[src/hw/rtl/assert_macros.svh]
// assertion macros used by the top-level rtl file
// no dependencies; expects clk_i and rst_ni in the including scope
`ifndef ASSERT_MACROS_SVH
`define ASSERT_MACROS_SVH

// clocked check, off while reset is asserted
`define GSI_ASSERT(name, prop, msg) \
  name: assert property (@(posedge clk_i) disable iff (!rst_ni) prop) else $error(msg);

// clocked check that also holds during reset
`define GSI_ASSERT_RST(name, prop, msg) \
  name: assert property (@(posedge clk_i) prop) else $error(msg);

`endif

[src/hw/rtl/gsi_pkg.sv]
// types, constants and helpers of the grid stencil index generator
// no dependencies; used by every module of the block
`timescale 1ns / 1ps

package gsi_pkg;

  localparam int GRID_MAX    = 1024;
  localparam int POS_W       = 32;
  localparam int N_W         = 11;
  localparam int CELL_W      = 10;
  localparam int SLOT_W      = 6;
  localparam int Q_W         = $clog2(GRID_MAX) + 1;
  localparam int DIV_W       = POS_W + Q_W;
  localparam int STEP_W      = $clog2(Q_W + 1);
  localparam int CFG_W       = 32;
  localparam int CFG_IDX_W   = 2;
  localparam int QUEUE_DEPTH = 2;

  localparam logic [CFG_IDX_W-1:0] CFG_STENCIL_MODE = 2'd0;
  localparam logic [CFG_IDX_W-1:0] CFG_GRID_N       = 2'd1;
  localparam logic [CFG_IDX_W-1:0] CFG_CELL_SPACING = 2'd2;

  localparam logic [SLOT_W-1:0] CIC_LAST    = 6'd7;
  localparam logic [SLOT_W-1:0] SPLINE_LAST = 6'd63;

  typedef enum logic {
    MODE_CIC    = 1'b0,
    MODE_SPLINE = 1'b1
  } mode_e;

  // wrapped indices per axis for offsets -1, 0, +1, +2
  typedef struct packed {
    logic [3:0][CELL_W-1:0] cx;
    logic [3:0][CELL_W-1:0] cy;
    logic [3:0][CELL_W-1:0] cz;
    mode_e                  mode;
    logic                   last;
    logic                   oor;
  } job_t;

  // cloud-in-cell order, x in bit 0, y in bit 1, z in bit 2
  function automatic logic [2:0] cic_offset(input logic [2:0] k);
    logic [2:0] o;
    case (k)
      3'd0:    o = 3'd0;
      3'd1:    o = 3'd1;
      3'd2:    o = 3'd2;
      3'd3:    o = 3'd4;
      3'd4:    o = 3'd3;
      3'd5:    o = 3'd5;
      3'd6:    o = 3'd6;
      3'd7:    o = 3'd7;
      default: o = 3'd0;
    endcase
    return o;
  endfunction

endpackage

[src/hw/rtl/gsi_front.sv]
// front end: accepts positions, finds base cells with a shared-step divider
// and wraps the stencil offsets; depends on gsi_pkg
`timescale 1ns / 1ps

module gsi_front import gsi_pkg::*; (
  input  logic               clk_i,
  input  logic               rst_ni,
  input  logic               in_valid_i,
  output logic               in_stall_o,
  input  logic [POS_W-1:0]   pos_x_i,
  input  logic [POS_W-1:0]   pos_y_i,
  input  logic [POS_W-1:0]   pos_z_i,
  input  logic               particle_last_i,
  input  mode_e              mode_i,
  input  logic [N_W-1:0]     grid_n_i,
  input  logic [POS_W-1:0]   cell_spacing_i,
  output logic               push_valid_o,
  input  logic               push_ready_i,
  output job_t               push_job_o
);

  typedef enum logic [2:0] {
    ST_IDLE = 3'b001,
    ST_DIV  = 3'b010,
    ST_OUT  = 3'b100
  } state_e;

  state_e                state_q, state_d;
  logic [STEP_W-1:0]     step_q, step_d;
  logic [DIV_W-1:0]      div_q, div_d;
  logic [2:0][POS_W-1:0] rem_q, rem_d;
  logic [2:0][Q_W-1:0]   quo_q, quo_d;
  logic [2:0]            ovf_q, ovf_d;
  logic                  last_q, last_d;
  logic                  in_fire;
  logic [N_W-1:0]        n_eff;
  logic [2:0][N_W-1:0]   base;
  logic [2:0]            sat;
  logic [2:0][3:0][CELL_W-1:0] wrapped;

  assign in_stall_o   = !((state_q == ST_IDLE) || ((state_q == ST_OUT) && push_ready_i));
  assign in_fire      = in_valid_i && !in_stall_o;
  assign push_valid_o = (state_q == ST_OUT);

  always_comb begin
    if (grid_n_i == '0) begin
      n_eff = N_W'(1);
    end else if (grid_n_i > N_W'(GRID_MAX)) begin
      n_eff = N_W'(GRID_MAX);
    end else begin
      n_eff = grid_n_i;
    end
  end

  always_comb begin
    for (int a = 0; a < 3; a++) begin
      logic [N_W-1:0] m1, p1, p2, b2;
      sat[a]  = ovf_q[a] || (N_W'(quo_q[a]) >= n_eff);
      base[a] = sat[a] ? (n_eff - N_W'(1)) : N_W'(quo_q[a]);
      m1 = (base[a] == '0) ? (n_eff - N_W'(1)) : (base[a] - N_W'(1));
      p1 = ((base[a] + N_W'(1)) == n_eff) ? '0 : (base[a] + N_W'(1));
      b2 = base[a] + N_W'(2);
      if (n_eff == N_W'(1)) begin
        p2 = '0;
      end else if (b2 >= n_eff) begin
        p2 = b2 - n_eff;
      end else begin
        p2 = b2;
      end
      wrapped[a][0] = CELL_W'(m1);
      wrapped[a][1] = CELL_W'(base[a]);
      wrapped[a][2] = CELL_W'(p1);
      wrapped[a][3] = CELL_W'(p2);
    end
  end

  always_comb begin
    push_job_o.cx   = wrapped[0];
    push_job_o.cy   = wrapped[1];
    push_job_o.cz   = wrapped[2];
    push_job_o.mode = mode_i;
    push_job_o.last = last_q;
    push_job_o.oor  = |sat;
  end

  always_comb begin
    state_d = state_q;
    step_d  = step_q;
    div_d   = div_q;
    rem_d   = rem_q;
    quo_d   = quo_q;
    ovf_d   = ovf_q;
    last_d  = last_q;
    case (state_q)
      ST_IDLE: begin
      end
      ST_DIV: begin
        for (int a = 0; a < 3; a++) begin
          logic ge;
          ge = (DIV_W'(rem_q[a]) >= div_q);
          if (step_q == STEP_W'(Q_W)) begin
            ovf_d[a] = ge;
          end else begin
            if (ge) begin
              rem_d[a] = rem_q[a] - div_q[POS_W-1:0];
            end
            quo_d[a] = {quo_q[a][Q_W-2:0], ge};
          end
        end
        div_d  = div_q >> 1;
        step_d = step_q - STEP_W'(1);
        if (step_q == '0) begin
          state_d = ST_OUT;
        end
      end
      ST_OUT: begin
        if (push_ready_i) begin
          state_d = ST_IDLE;
        end
      end
      default: begin
        state_d = ST_IDLE;
      end
    endcase
    if (in_fire) begin
      state_d = ST_DIV;
      step_d  = STEP_W'(Q_W);
      div_d   = {cell_spacing_i, {Q_W{1'b0}}};
      rem_d   = {pos_z_i, pos_y_i, pos_x_i};
      quo_d   = '0;
      ovf_d   = '0;
      last_d  = particle_last_i;
    end
  end

  always_ff @(posedge clk_i or negedge rst_ni) begin
    if (!rst_ni) begin
      state_q <= ST_IDLE;
    end else begin
      state_q <= state_d;
    end
  end

  always_ff @(posedge clk_i) begin
    step_q <= step_d;
    div_q  <= div_d;
    rem_q  <= rem_d;
    quo_q  <= quo_d;
    ovf_q  <= ovf_d;
    last_q <= last_d;
  end

endmodule

[src/hw/rtl/gsi_queue.sv]
// short job queue between the front end and the stencil sequencer
// depends on gsi_pkg
`timescale 1ns / 1ps

module gsi_queue import gsi_pkg::*; (
  input  logic clk_i,
  input  logic rst_ni,
  input  logic push_valid_i,
  output logic push_ready_o,
  input  job_t push_job_i,
  output logic head_valid_o,
  output job_t head_job_o,
  input  logic pop_i
);

  localparam int PTR_W = (QUEUE_DEPTH > 1) ? $clog2(QUEUE_DEPTH) : 1;
  localparam int CNT_W = $clog2(QUEUE_DEPTH + 1);

  job_t             mem_q [QUEUE_DEPTH];
  logic [PTR_W-1:0] wr_ptr_q, wr_ptr_d;
  logic [PTR_W-1:0] rd_ptr_q, rd_ptr_d;
  logic [CNT_W-1:0] count_q, count_d;
  logic             do_push, do_pop;

  assign push_ready_o = (count_q < CNT_W'(QUEUE_DEPTH));
  assign head_valid_o = (count_q != '0);
  assign head_job_o   = mem_q[rd_ptr_q];
  assign do_push      = push_valid_i && push_ready_o;
  assign do_pop       = pop_i && head_valid_o;

  always_comb begin
    wr_ptr_d = wr_ptr_q;
    rd_ptr_d = rd_ptr_q;
    count_d  = count_q;
    if (do_push) begin
      wr_ptr_d = (wr_ptr_q == PTR_W'(QUEUE_DEPTH - 1)) ? '0 : wr_ptr_q + PTR_W'(1);
    end
    if (do_pop) begin
      rd_ptr_d = (rd_ptr_q == PTR_W'(QUEUE_DEPTH - 1)) ? '0 : rd_ptr_q + PTR_W'(1);
    end
    if (do_push && !do_pop) begin
      count_d = count_q + CNT_W'(1);
    end else if (do_pop && !do_push) begin
      count_d = count_q - CNT_W'(1);
    end
  end

  always_ff @(posedge clk_i or negedge rst_ni) begin
    if (!rst_ni) begin
      wr_ptr_q <= '0;
      rd_ptr_q <= '0;
      count_q  <= '0;
    end else begin
      wr_ptr_q <= wr_ptr_d;
      rd_ptr_q <= rd_ptr_d;
      count_q  <= count_d;
    end
  end

  always_ff @(posedge clk_i) begin
    if (do_push) begin
      mem_q[wr_ptr_q] <= push_job_i;
    end
  end

endmodule

[src/hw/rtl/gsi_back.sv]
// back end: walks the stencil of the head job, one point per cycle unless the output
// stalls or no job is waiting, into the output register; depends on gsi_pkg
`timescale 1ns / 1ps

module gsi_back import gsi_pkg::*; (
  input  logic              clk_i,
  input  logic              rst_ni,
  input  logic              job_valid_i,
  input  job_t              job_i,
  output logic              job_pop_o,
  output logic              out_valid_o,
  input  logic              out_stall_i,
  output logic [CELL_W-1:0] cell_x_o,
  output logic [CELL_W-1:0] cell_y_o,
  output logic [CELL_W-1:0] cell_z_o,
  output logic [SLOT_W-1:0] slot_o,
  output logic              run_last_o,
  output logic              batch_last_o,
  output logic              out_of_range_o
);

  logic [SLOT_W-1:0] slot_q, slot_d;
  logic              out_valid_q, out_valid_d;
  logic [CELL_W-1:0] cell_x_q, cell_y_q, cell_z_q;
  logic [SLOT_W-1:0] slot_out_q;
  logic              run_last_q, batch_last_q, oor_q;
  logic              advance, is_last;
  logic [1:0]        ix, iy, iz;
  logic [2:0]        off;

  assign advance   = job_valid_i && (!out_valid_q || !out_stall_i);
  assign is_last   = (slot_q == ((job_i.mode == MODE_SPLINE) ? SPLINE_LAST : CIC_LAST));
  assign job_pop_o = advance && is_last;

  always_comb begin
    off = cic_offset(slot_q[2:0]);
    if (job_i.mode == MODE_SPLINE) begin
      ix = slot_q[5:4];
      iy = slot_q[3:2];
      iz = slot_q[1:0];
    end else begin
      ix = off[0] ? 2'd2 : 2'd1;
      iy = off[1] ? 2'd2 : 2'd1;
      iz = off[2] ? 2'd2 : 2'd1;
    end
  end

  always_comb begin
    slot_d      = slot_q;
    out_valid_d = out_valid_q && out_stall_i;
    if (advance) begin
      slot_d      = is_last ? '0 : slot_q + SLOT_W'(1);
      out_valid_d = 1'b1;
    end
  end

  always_ff @(posedge clk_i or negedge rst_ni) begin
    if (!rst_ni) begin
      slot_q      <= '0;
      out_valid_q <= 1'b0;
    end else begin
      slot_q      <= slot_d;
      out_valid_q <= out_valid_d;
    end
  end

  always_ff @(posedge clk_i) begin
    if (advance) begin
      cell_x_q     <= job_i.cx[ix];
      cell_y_q     <= job_i.cy[iy];
      cell_z_q     <= job_i.cz[iz];
      slot_out_q   <= slot_q;
      run_last_q   <= is_last;
      batch_last_q <= is_last && job_i.last;
      oor_q        <= job_i.oor;
    end
  end

  assign out_valid_o    = out_valid_q;
  assign cell_x_o       = cell_x_q;
  assign cell_y_o       = cell_y_q;
  assign cell_z_o       = cell_z_q;
  assign slot_o         = slot_out_q;
  assign run_last_o     = run_last_q;
  assign batch_last_o   = batch_last_q;
  assign out_of_range_o = oor_q;

endmodule

[src/hw/rtl/grid_stencil_index_generator.sv]
// Grid stencil index generator, top level.
// Input channel (in_valid_i / in_stall_o) takes one particle position per item;
// an item is accepted on a rising edge with valid high and stall low.
// Output channel (out_valid_o / out_stall_i) gives one stencil point per item:
// 8 points per particle in cloud-in-cell mode, 64 in spline mode.
// Configuration: write cfg_data_i to register cfg_idx_i when cfg_we_i is high
// (0 stencil mode, 1 grid points per axis, 2 cell spacing); only while idle.
// Front end: the base cell divider runs 12 steps, one per cycle, and the front end
// takes no new particle until it pushes the job; a two-entry job queue follows.
// Back end: one stencil point per cycle unless the output stalls or the queue is
// empty; the back end bounds throughput in spline mode, the divider in cloud-in-cell.
// With an empty queue the first point of a particle passes the divider states, the
// job queue and the output register before it is offered on the output.
// A stall on the output holds the output register; the queue and then the
// front end fill and in_stall_o rises. Reset empties the queue and restores
// mode 0, 64 grid points and spacing 65536.
// Depends on gsi_pkg, gsi_front, gsi_queue, gsi_back and assert_macros.svh.
`timescale 1ns / 1ps
`include "assert_macros.svh"

module grid_stencil_index_generator import gsi_pkg::*; (
  input  logic                 clk_i,
  input  logic                 rst_ni,
  input  logic                 in_valid_i,
  output logic                 in_stall_o,
  input  logic [POS_W-1:0]     pos_x_i,
  input  logic [POS_W-1:0]     pos_y_i,
  input  logic [POS_W-1:0]     pos_z_i,
  input  logic                 particle_last_i,
  output logic                 out_valid_o,
  input  logic                 out_stall_i,
  output logic [CELL_W-1:0]    cell_x_o,
  output logic [CELL_W-1:0]    cell_y_o,
  output logic [CELL_W-1:0]    cell_z_o,
  output logic [SLOT_W-1:0]    slot_o,
  output logic                 run_last_o,
  output logic                 batch_last_o,
  output logic                 out_of_range_o,
  input  logic                 cfg_we_i,
  input  logic [CFG_IDX_W-1:0] cfg_idx_i,
  input  logic [CFG_W-1:0]     cfg_data_i
);

  mode_e            mode_q;
  logic [N_W-1:0]   grid_n_q;
  logic [POS_W-1:0] spacing_q;

  logic q_push_valid, q_push_ready, q_head_valid, q_pop;
  job_t push_job, head_job;

  always_ff @(posedge clk_i or negedge rst_ni) begin
    if (!rst_ni) begin
      mode_q    <= MODE_CIC;
      grid_n_q  <= N_W'(64);
      spacing_q <= POS_W'(65536);
    end else if (cfg_we_i) begin
      case (cfg_idx_i)
        CFG_STENCIL_MODE: mode_q    <= mode_e'(cfg_data_i[0]);
        CFG_GRID_N:       grid_n_q  <= cfg_data_i[N_W-1:0];
        CFG_CELL_SPACING: spacing_q <= cfg_data_i[POS_W-1:0];
        default: begin
        end
      endcase
    end
  end

  gsi_front u_front (
    .clk_i,
    .rst_ni,
    .in_valid_i,
    .in_stall_o,
    .pos_x_i,
    .pos_y_i,
    .pos_z_i,
    .particle_last_i,
    .mode_i         (mode_q),
    .grid_n_i       (grid_n_q),
    .cell_spacing_i (spacing_q),
    .push_valid_o   (q_push_valid),
    .push_ready_i   (q_push_ready),
    .push_job_o     (push_job)
  );

  gsi_queue u_queue (
    .clk_i,
    .rst_ni,
    .push_valid_i (q_push_valid),
    .push_ready_o (q_push_ready),
    .push_job_i   (push_job),
    .head_valid_o (q_head_valid),
    .head_job_o   (head_job),
    .pop_i        (q_pop)
  );

  gsi_back u_back (
    .clk_i,
    .rst_ni,
    .job_valid_i    (q_head_valid),
    .job_i          (head_job),
    .job_pop_o      (q_pop),
    .out_valid_o,
    .out_stall_i,
    .cell_x_o,
    .cell_y_o,
    .cell_z_o,
    .slot_o,
    .run_last_o,
    .batch_last_o,
    .out_of_range_o
  );

  `GSI_ASSERT(a_pop_nonempty, q_pop |-> q_head_valid, "job popped from an empty queue")
  `GSI_ASSERT(a_run_last_slot, out_valid_o && run_last_o |-> (slot_o == CIC_LAST || slot_o == SPLINE_LAST), "run end on a slot that is not a stencil end")
  `GSI_ASSERT(a_front_busy, in_valid_i && !in_stall_o |=> in_stall_o, "front took an item while dividing")
  `GSI_ASSERT_RST(a_idle_after_reset, !rst_ni |=> !out_valid_o, "item offered right after reset")

endmodule

[config.mk]
export PLATFORM = sky130hd
export DESIGN_NAME = grid_stencil_index_generator
export DESIGN_NICKNAME = d
export VERILOG_FILES = /design/src/hw/rtl/gsi_pkg.sv /design/src/hw/rtl/gsi_front.sv /design/src/hw/rtl/gsi_queue.sv /design/src/hw/rtl/gsi_back.sv /design/src/hw/rtl/grid_stencil_index_generator.sv
export VERILOG_INCLUDE_DIRS = /design/src /design/src/hw/rtl
export SDC_FILE = /design/constraint.sdc
export NUM_CORES = 1
export LEC_CHECK = 0
export ABC_AREA = 1
export BUFFER_PORTS_ARGS = -buffer_cell sky130_fd_sc_hd__clkbuf_2
export CAP_MARGIN = 5
export CELL_PAD_IN_SITES_DETAIL_PLACEMENT = 1
export CELL_PAD_IN_SITES_GLOBAL_PLACEMENT = 1
export CORE_MARGIN = 3
export CORE_UTILIZATION = 25
export CTS_CLUSTER_DIAMETER = 60
export DETAILED_ROUTE_END_ITERATION = 16
export PLACE_DENSITY_LB_ADDON = 0.25
export SLEW_MARGIN = 40
export SYNTH_ARGS = -nofsm -noshare
export SYNTH_HDL_FRONTEND = slang
export SYNTH_SLANG_ARGS = --single-unit
[constraint.sdc]
create_clock -name clk_i -period 8.8 [get_ports clk_i]
set_clock_uncertainty 0.05 [all_clocks]
set_input_delay 0.44 -clock clk_i [delete_from_list [all_inputs] [get_ports clk_i]]
set_output_delay 0.44 -clock clk_i [all_outputs]
set_load 0.005 [all_outputs]
==> results of run 1 <==
[repair_timing]
action,CTS,global route
hold buffers,86,0
endpoints found under the hold margin,144,0
setup endpoints to repair,0,0
[Yosys cell counts, types with 57 or more instances]
library cell,count
inv_1,402
xor2_1,57
ha_1,186
a21oi_1,173
o21ai_0,235
edfxtp_1,414
or2_2,57
clkbuf_1,90
nand3_1,231
nand2_1,1168
nor2_1,216
[sequential cells by signal, summed over array words and instances, names as in the netlist, 2 cells and up]
register	flops
grid_n_q	11
u_front.state_q	3
u_front.step_q	4
u_front.rem_q	96
u_back.cell_z_o	10
u_back.cell_x_o	10
u_front.div_q	43
u_front.ovf_q	3
u_queue.count_q	2
u_back.cell_y_o	10
u_queue.mem_q	246
u_back.slot_o	6
spacing_q	32
u_front.quo_q	33
u_back.slot_q	6
[path summary, 6_finish.rpt]
path                                        end  cells after the start         startpoint
min in group asynchronous         spacing_q[28]                      3             rst_ni
max in group asynchronous      u_queue.rd_ptr_q                      3             rst_ni
max                        u_queue.mem_q[0][34]                     33        grid_n_q[3]
max reg2reg                u_queue.mem_q[0][34]                     33        grid_n_q[3]
min                           u_front.rem_q[67]                      3         pos_z_i[3]
min reg2reg                   u_front.quo_q[11]                      2  u_front.quo_q[11]
[logic make-up (layout without fill, tap and decap cells)]
group / after synthesis / in the layout / share of synthesized area, %
AO/OA/AOI/OAI: 640 / 640 / 11.7
XOR/XNOR: 81 / 81 / 2.20
adder cells (fa/ha/maj): 192 / 192 / 7.60
buffers and inverters: 537 / 863 / 6.42
flip-flops: 523 / 523 / 46.3
multiplexers: 21 / 21 / 0.731
other: 0 / 1 / 0
AND/OR/NAND/NOR: 1868 / 1868 / 25.1
[power groups by stage]
stage / Sequential, mW / Clock [mW] / Combinational [mW]
after floorplan: 4.07 / 0 / 6.14
after global placement: 4.16 / 0 / 8.94
after detailed placement: 4.15 / 0 / 9.08
after CTS: 4.10 / 3.36 / 9.15
after global routing: 4.15 / 3.47 / 10.3
final: 4.09 / 3.27 / 9.07
[layer usage]
layer / GRT usage (%) / share of wire (%)
met1: 22.4 / 45
met4: 6.12 / 3.4
met3: 2.61 / 3.7
met5: 0 / 0
met2: 29.4 / 47
[worst reg2reg max path: cells and delay by family (launching register included)]
family	cells	cell delay, ns
XOR/XNOR	1	0.36
adder cells (fa/ha/maj)	3	1.09
buffers and inverters	5	1.36
AO/OA/AOI/OAI	5	1.04
AND/OR/NAND/NOR	19	2.94
flip-flops	1	0.50
[area by class of cell]
class / instances / area share, %
timing repair buffer: 293 / 5.33
clock buffer: 101 / 5.64
antenna: 1 / 0.00646
tap: 1662 / 5.37
clock inverter: 40 / 1.42
inverter: 429 / 4.20
sequential: 523 / 38.5
multi-input combinational: 2802 / 39.5
==> results.json, run 1 <==
{
  "status": "completed",
  "layout_commonest_cell": "nand2_1",
  "start_util_pct": 25.2,
  "seq_area_mm2": 0.0149,
  "hold_class": "input port to flip-flop",
  "slew_viol_final": 0,
  "worst_pin_slew_ns": 0.813,
  "final_cell_count_no_fill": 5851,
  "max_freq_mhz": 132,
  "path_delay_family": "simple AND/OR/NAND/NOR gates",
  "p_total_mw": 16.4,
  "drt_iter0_drc": 1445,
  "core.rowCount": 131,
  "cp_common_cell": "nand2_1",
  "synth_seq_cells": 523,
  "vias": 27500,
  "root_buffer": "clkbuf_16",
  "post-route-util_pct": 30.3,
  "syn_nets": 4190,
  "routed_wl_um": 116000,
  "finalCritPeriodShare_pct": 86.2,
  "clk_latency_ns": 0.68,
  "post_cts_resized": 0,
  "dr.pass1.iters": 5,
  "finalHoldViolCount": 0,
  "grt_pass1_vias": 28300,
  "synthCells": 3862,
  "io_pins": 177,
  "async_flop_share_pct": 11.1,
  "relSlewSlack_pct": 45.6,
  "ys_top_cells_by_area": "edfxtp_1 (39%), nand2_1 (14%), ha_1 (7.2%)",
  "nets": 4455,
  "crit_arrival_ns": 7.95,
  "ir_worst_vdd_mv": 0.190,
  "area_growth_pct": 20.2,
  "numCtsBuffers": 78,
  "worst-path-buf-inv": 5,
  "pwr-share-clk_pct": 19.9,
  "placedCellCount": 5621,
  "ff2ff_setup_slack_ns": 1.21,
  "comb_power_share_pct": 55.2,
  "grt_max_degree": 124,
  "wl_per_cell_um": 19.9,
  "setup_slack_ns": 1.21,
  "core-area_mm2": 0.128,
  "setup_tns_ns": 0,
  "drv_cap": 0,
  "holdWs_ns": 0.0457,
  "grt_usage_pct": 17.4,
  "tritoncts": "built",
  "fin_crit_ns": 7.59,
  "syn_area_mm2": 0.0322,
  "worstSetupPathType": "flip-flop to flip-flop",
  "dpl.hpwl_um": 85400,
  "switching_power_mw": 7.70,
  "powerDensity_mw_per_mm2": 424,
  "crit_path_end_kind": "flip-flop",
  "path_max_fanout": 17,
  "p_leak_nw": 16.9,
  "antenna_found_initial": 1,
  "gp_congestion": 0.864,
  "startpoint_type": "flip-flop",
  "clk_pin_slew_ns": 0.06,
  "die-area_mm2": 0.133,
  "drive_gt1_share_pct": 12.9,
  "post_cts_buffers": 0,
  "final_area_mm2": 0.0387,
  "die_y_um": 365,
  "detail-route-antenna-nets": 0,
  "cpPeakStageDelay_ns": 0.54,
  "worst_path_max_delay_cell": "clkinv_1",
  "post_synth.cell_area_avg_um2": 8.34,
  "synth_ff_type": "edfxtp_1",
  "n_fill_cell": 15100,
  "synth_edf_count": 414,
  "dp_slack_ns": 1.28,
  "grt-ovfl-total": 0,
  "clk_path_buf_depth": 3,
  "post_dp_cell_area_mm2": 0.0351,
  "route.detailed.drc": 0,
  "rsz0062_at_grt": "no",
  "multi_input_area_mm2": 0.0153,
  "synthDistinctLibCells": 67,
  "die-width_um": 365,
  "avgViaCountPerCell": 4.70,
  "yosysSeqAreaShare_pct": 46.3,
  "yosysTopAreaCell": "edfxtp_1",
  "grt_pass1_wl_um": 174000,
  "yosys_warnings": 0,
  "place.port_buffers": 176,
  "final_cell_mix": "nand2_1 (1167), edfxtp_1 (414), inv_1 (400), o21ai_0 (234), nand3_1 (229)",
  "synth_top_cell_area_share_pct": 38.6,
  "crit_required_ns": 9.16,
  "clock_sinks": 523,
  "htreeDepth": 3,
  "seq_power_share_pct": 24.9,
  "intPower_mw": 8.73,
  "power_switching_share_pct": 46.9,
  "finalSetupViolCount": 0
}
No activity file was read; power rests on OpenSTA's default activity.
==> run 2, diff against run 1 <==
SYNTH_HIERARCHICAL = 1   (was not set)
==> run 2 against run 1 <==
  * Global-route usage is 0.13 points higher
  * Sequential share of layout area fell by 1.0 points
  * Core utilization down 0.16 points
  * Clock-buffer cell count fell by 2
  * Register-to-register slack gained 0.41 ns
  * Sequential power fell by 6.4%
  * Flip-flop and latch count is the same
  * Non-clock buffer count increased by 15
  * Power decreased by 7.6%
  * Final cell count rose by 7.8%
  * Largest power group unchanged
  * Highest routed layer unchanged
==> results.json, run 2 <==
{
  "status": "completed",
  "synthDistinctLibCells": 61,
  "route.detailed.drc": 0,
  "crit_path_end_kind": "flip-flop",
  "startpoint_type": "flip-flop",
  "dr.pass1.iters": 5,
  "layout_commonest_cell": "nand2_1",
  "comb_power_share_pct": 53.4,
  "antenna_found_initial": 2,
  "post_dp_cell_area_mm2": 0.0360,
  "worst_pin_slew_ns": 0.898,
  "fin_crit_ns": 7.18,
  "post_synth.cell_area_avg_um2": 7.88,
  "place.port_buffers": 176,
  "async_flop_share_pct": 11.1,
  "yosys_warnings": 6,
  "syn_area_mm2": 0.0333,
  "numCtsBuffers": 79,
  "dpl.hpwl_um": 89300,
  "cp_common_cell": "nand2_1",
  "yosysTopAreaCell": "edfxtp_1",
  "crit_arrival_ns": 7.51,
  "placedCellCount": 6051,
  "pwr-share-clk_pct": 21.3,
  "slew_viol_final": 0,
  "syn_nets": 4552,
  "synth_edf_count": 414,
  "finalCritPeriodShare_pct": 81.6,
  "io_pins": 177,
  "gp_congestion": 0.880,
  "synth_top_cell_area_share_pct": 37.4,
  "grt_usage_pct": 17.5,
  "grt_pass1_vias": 30100,
  "detail-route-antenna-nets": 0,
  "relSlewSlack_pct": 39.9,
  "nets": 4814,
  "hold_class": "input port to flip-flop",
  "tritoncts": "built",
  "post_cts_resized": 0,
  "rsz0062_at_grt": "no",
  "power_switching_share_pct": 46.2,
  "yosysSeqAreaShare_pct": 44.8,
  "clk_latency_ns": 0.69,
  "worst_path_max_delay_cell": "dfrtp_1",
  "yosysMostFrequentCell": "nand2_1",
  "switching_power_mw": 7.01,
  "area_growth_pct": 19.5,
  "largestRegisters": "u_queue/mem_q x246, u_front/rem_q x96, u_front/div_q x43",
  "largest_reg_flops": 246,
  "grt-ovfl-total": 0,
  "routed_wl_um": 120000,
  "powerDensity_mw_per_mm2": 382,
  "core-area_mm2": 0.132,
  "intPower_mw": 8.17,
  "synthCells": 4220,
  "final_cell_count_no_fill": 6306,
  "clock_sinks": 523,
  "grt_pass1_wl_um": 184000,
  "drt_iter0_drc": 1544,
  "crit_required_ns": 9.14,
  "ys_top_cells_by_area": "edfxtp_1 (37%), nand2_1 (16%), ha_1 (7.1%)",
  "wl_per_cell_um": 19.1,
  "drv_cap": 0,
  "start_util_pct": 25.2,
  "netlist_top_cells_count": "nand2_1 (1422), inv_1 (504), edfxtp_1 (414)",
  "seq_power_share_pct": 25.2,
  "root_buffer": "clkbuf_16",
  "cpPeakStageDelay_ns": 0.48,
  "drive_gt1_share_pct": 10.3,
  "top_register": "u_queue/mem_q",
  "die-width_um": 371,
  "htreeDepth": 3,
  "die-area_mm2": 0.137,
  "max_freq_mhz": 139,
  "grt_max_degree": 154,
  "worstSetupPathType": "flip-flop to flip-flop",
  "synth_seq_cells": 523,
  "n_fill_cell": 15800,
  "clk_pin_slew_ns": 0.06,
  "vias": 29100,
  "avgViaCountPerCell": 4.62,
  "synth_ff_type": "edfxtp_1",
  "die_y_um": 371,
  "path_max_fanout": 20,
  "p_leak_nw": 18.2,
  "setup_tns_ns": 0,
  "clk_path_buf_depth": 3,
  "core.rowCount": 133,
  "final_cell_mix": "nand2_1 (1418), inv_1 (504), edfxtp_1 (414), nand3_1 (315), nor2_1 (239)",
  "ir_worst_vdd_mv": 0.150,
  "finalHoldViolCount": 0,
  "final_area_mm2": 0.0398,
  "finalSetupViolCount": 0
}
-- run 2: cell count changes after synthesis, sizes merged, moves of 6 or more --
cell / previous run / this run
buf: 18 / 81
a211oi: 16 / 3
a21oi: 173 / 186
mux2: 20 / 0
nand4: 44 / 85
inv: 422 / 518
o211ai: 55 / 10
a31oi: 45 / 28
o21ai: 265 / 229
clkbuf: 90 / 46
o21a: 6 / 12
nand2: 1210 / 1435
nand3: 240 / 327
-- run 2: critical path, delay by kind of cell (launching register included) --
kind            cells  cell delay (ns)
simple gates       16             2.35
xor+xnor            1             0.26
compound gates      7             1.26
flops               1             0.48
buf+inv             7             1.45
fa+ha+maj           3             0.99
-- run 2: timing repair --
action                    in CTS  in global routing
setup buffers                  0                  0
hold endpoints to repair     166                  0
hold buffers                 104                  0
-- run 2: routing by layer --
metal	vias up	track usage (%)	part of all wire (%)
met5	-	0	0
met4	0	4.86	2.6
met3	160	2.34	3.3
met2	488	30.1	48
met1	13900	22.9	46
li1	14600	-	-
-- run 2: worst paths after layout --
path | depth (start not counted) | startpoint | slack (ns) | to
hold reg to reg | 2 | spacing_q[16] | 0.42 | spacing_q[16]
hold / removal | 3 | pos_x_i[17] | 0.07 | u_front/rem_q[17]
setup reg to reg | 34 | grid_n_q[2] | 1.62 | u_queue/mem_q[1][76]
min in group asynchronous | 3 | rst_ni | 0.32 | u_queue/rd_ptr_q
setup / recovery | 34 | grid_n_q[2] | 1.62 | u_queue/mem_q[1][76]
max in group asynchronous | 3 | rst_ni | 7.87 | grid_n_q[3]
-- run 2: metrics by stage --
stage,setup WS (ns),hold WS (ns),total power [mW],utilization [%]
final,1.62,0.0652,15.2,30.2
after global routing,0.782,0.0159,16.5,30.2
after CTS,1.62,0.00193,15.3,30.1
after detailed placement,1.64,0.409,12.0,27.3
after global placement,1.92,0.406,11.8,27.3
after floorplan,2.28,0.0944,9.40,-
-- run 2: power by group through the flow --
stage / sequential (mW) / combinational [mW] / clock (mW)
floorplan: 3.83 / 5.57 / 0
detailed placement: 3.88 / 8.08 / 0
CTS: 3.83 / 8.17 / 3.34
global placement: 3.87 / 7.97 / 0
finish: 3.83 / 8.11 / 3.24
global route: 3.87 / 9.23 / 3.44
-- run 2: cell families (layout without fill, tap and decap cells) --
kind of cell	after synthesis	count (layout)	share of synthesized area [%]
AO/OA/AOI/OAI	551	551	9.49
flip-flops	523	523	44.8
XOR/XNOR	77	77	2.03
adder cells (fa/ha/maj)	196	196	7.51
AND/OR/NAND/NOR	2225	2225	28.3
buffers and inverters	648	976	7.90
other	0	3	0
-- run 2: cell type report --
type / instances / area (um2) / area share [%]
antenna: 3 / 7.51 / 0.0189
clock buffer: 99 / 2110 / 5.31
clock inverter: 48 / 563 / 1.42
inverter: 521 / 1960 / 4.93
multi-input combinational: 3049 / 15800 / 39.8
sequential: 523 / 14900 / 37.5
tap: 1755 / 2200 / 5.52
timing repair buffer: 308 / 2200 / 5.54
==> run 3, diff against run 2 <==
ABC_AREA = 0   (was 1)
clock period = 6.2 ns   (was 8.8 ns; I/O delays follow)
==> run 3 against run 2 <==
  * Power increased by 27%
  * Die area is 2.4% lower
  * Fmax is 23% higher
  * Global-route usage decreased by 1.3 points
  * Critical path depth down 11
  * First-iteration DRC count decreased by 20%
  * Via count fell by 14%
  * Combinational power up 14%
  * Synthesized cell count fell by 28%
  * Setup slack got worse by 1.3 ns
==> results.json, run 3 <==
{
  "status": "completed",
  "synthCells": 3054,
  "clk_latency_ns": 0.64,
  "yosysTopAreaCell": "edfxtp_1",
  "cpPeakStageDelay_ns": 0.50,
  "avgViaCountPerCell": 4.79,
  "p_leak_nw": 15.9,
  "startpoint": "grid_n_q[10]",
  "top_register": "u_queue/mem_q",
  "dr.pass1.iters": 6,
  "largest_reg_flops": 246,
  "path_max_fanout": 12,
  "drt_iter0_drc": 1237,
  "final_area_mm2": 0.0401,
  "wl_per_cell_um": 21.2,
  "slew_viol_final": 0,
  "core.rowCount": 131,
  "grt_max_degree": 124,
  "synth_ff_type": "edfxtp_1",
  "synthDistinctLibCells": 93,
  "fin_crit_ns": 5.83,
  "synth_edf_count": 414,
  "io_pins": 177,
  "setup_tns_ns": 0,
  "crit_arrival_ns": 6.13,
  "drv_cap": 0,
  "ys_top_cells_by_area": "edfxtp_1 (38%), ha_1 (7.3%), mux2_4 (4.7%)",
  "finalSetupViolCount": 0,
  "worst-path-buf-inv": 5,
  "async_flop_share_pct": 11.1,
  "antenna_found_initial": 10,
  "p_total_mw": 19.2,
  "clk_path_buf_depth": 3,
  "yosysSeqAreaShare_pct": 45.9,
  "die_y_um": 366,
  "relSlewSlack_pct": 37.0,
  "finalHoldViolCount": 0,
  "final_cell_mix": "edfxtp_1 (414), nand2_1 (291), a21oi_1 (217), nor2_1 (214), ha_1 (187)",
  "syn_area_mm2": 0.0325,
  "placedCellCount": 4952,
  "die-area_mm2": 0.134,
  "startpoint_type": "flip-flop",
  "root_buffer": "clkbuf_16",
  "dp_slack_ns": -0.0539,
  "dpl.hpwl_um": 82300,
  "final_cell_count_no_fill": 5233,
  "grt_pass1_wl_um": 167000,
  "path_delay_family": "compound AO/OA/AOI/OAI gates",
  "grt_use_met1_pct": 21.3,
  "rr_startpoint": "grid_n_q[10]",
  "synth_seq_cells": 523,
  "grt_pass1_vias": 26600,
  "synth_top_cell_area_share_pct": 38.3,
  "cp_common_cell": "buf_4",
  "crit_required_ns": 6.50,
  "worst_pin_slew_ns": 0.944,
  "grt_usage_pct": 16.2,
  "ff2ff_setup_slack_ns": 0.37,
  "layout_commonest_cell": "edfxtp_1",
  "largestRegisters": "u_queue/mem_q x246, u_front/rem_q x96, u_front/div_q x43",
  "clock_sinks": 523,
  "ir_worst_vdd_mv": 0.288,
  "rsz0062_at_grt": "no",
  "setup_slack_ns": 0.369,
  "htreeDepth": 3,
  "vias": 25100,
  "hold_class": "input port to flip-flop",
  "post_synth.cell_area_avg_um2": 10.6,
  "detail-route-antenna-nets": 0,
  "gp_congestion": 0.861,
  "grt.busiest_layer": "met2",
  "clk_pin_slew_ns": 0.06,
  "powerDensity_mw_per_mm2": 479,
  "area_growth_pct": 23.5,
  "numCtsBuffers": 78,
  "yosysMostFrequentCell": "edfxtp_1",
  "gr-usage-met3_pct": 2.72,
  "crit_chain": "clkinv_1, buf_4, nand2_1, ha_1, o211ai_1, o21ai_1, a2111oi_4, buf_4, o21ai_2, mux2i_2, buf_4, ha_1, ha_1, o21ai_0, nand2b_1, a21o_1, a21o_1, a21o_1, a211oi_1, o21a_1, buf_4, mux2i_1, nor2_1",
  "core-area_mm2": 0.128,
  "grt-ovfl-total": 0,
  "post-route-util_pct": 31.3,
  "netlist_top_cells_count": "edfxtp_1 (414), nand2_1 (292), a21oi_1 (219)",
  "worstSetupPathType": "flip-flop to flip-flop",
  "post_dp_cell_area_mm2": 0.0360,
  "place.port_buffers": 176,
  "yosys_warnings": 6,
  "holdWs_ns": 0.0452,
  "drive_gt1_share_pct": 19.4,
  "routed_wl_um": 111000,
  "syn_nets": 3386,
  "worst_hold_startpoint": "pos_z_i[17]",
  "start_util_pct": 25.3,
  "met2_usage_pct": 27.2,
  "crit_path_end_kind": "flip-flop",
  "finalCritPeriodShare_pct": 94.0,
  "worst_path_max_delay_cell": "dfrtp_1",
  "nets": 3769,
  "die-width_um": 366,
  "max_freq_mhz": 172,
  "tritoncts": "built",
  "route.detailed.drc": 0
}
[run 3: report_power, final]
part           switching (mW)  internal (mW)
clock network            1.69           2.87
logic                    5.59           3.69
registers               0.371           5.01
[run 3: per-layer routing]
| metal | up-vias | routed length, um |
|---|---|---|
| li1 | 12000 | - |
| met1 | 12400 | 51100 |
| met2 | 459 | 52600 |
| met3 | 153 | 4180 |
| met4 | 10 | 2850 |
| met5 | - | 62 |
[run 3: what timing repair did]
| action | in CTS | in global routing |
|---|---|---|
| setup endpoints to repair | 20 | 116 |
| hold endpoints to repair | 193 | 0 |
| pin swaps | 0 | 2 |
| setup buffers | 0 | 6 |
| hold buffers | 127 | 0 |
| resized for setup | 4 | 16 |
[run 3: worst paths after layout]
check                                       endpoint  cells past startpoint
max in group asynchronous           u_back/slot_q[2]                      3
worst max-delay path            u_queue/mem_q[0][36]                     23
worst min-delay path               u_front/rem_q[81]                      3
min in group asynchronous           u_queue/rd_ptr_q                      3
worst max register to register  u_queue/mem_q[0][36]                     23
worst min register to register   u_queue/mem_q[1][1]                      0
[run 3: final cells by class]
class                           count  area (um2)
Clock buffer                      102        2180
Antenna cell                        6        15.0
Tap cell                         1729        2160
Fill cell                       14400       88100
Inverter                          131         505
Timing Repair Buffer              442        3280
Clock inverter                     39         508
Multi-Input combinational cell   2261       16500
Sequential cell                   523       14900
[run 3: cells by family after synthesis]
group | Yosys count | share of synthesized area [%]
adder cells (fa/ha/maj) | 196 | 7.69
XOR/XNOR | 213 | 5.87
AO/OA/AOI/OAI | 722 | 14.1
multiplexers | 270 | 10.2
buffers and inverters | 270 | 3.62
flip-flops | 523 | 45.9
AND/OR/NAND/NOR | 860 | 12.5
[run 3: tightest hold or removal path: stages]
cell and delay [ns]:
clkbuf_2 0.08, nor2_1 0.09, a21oi_1 0.13
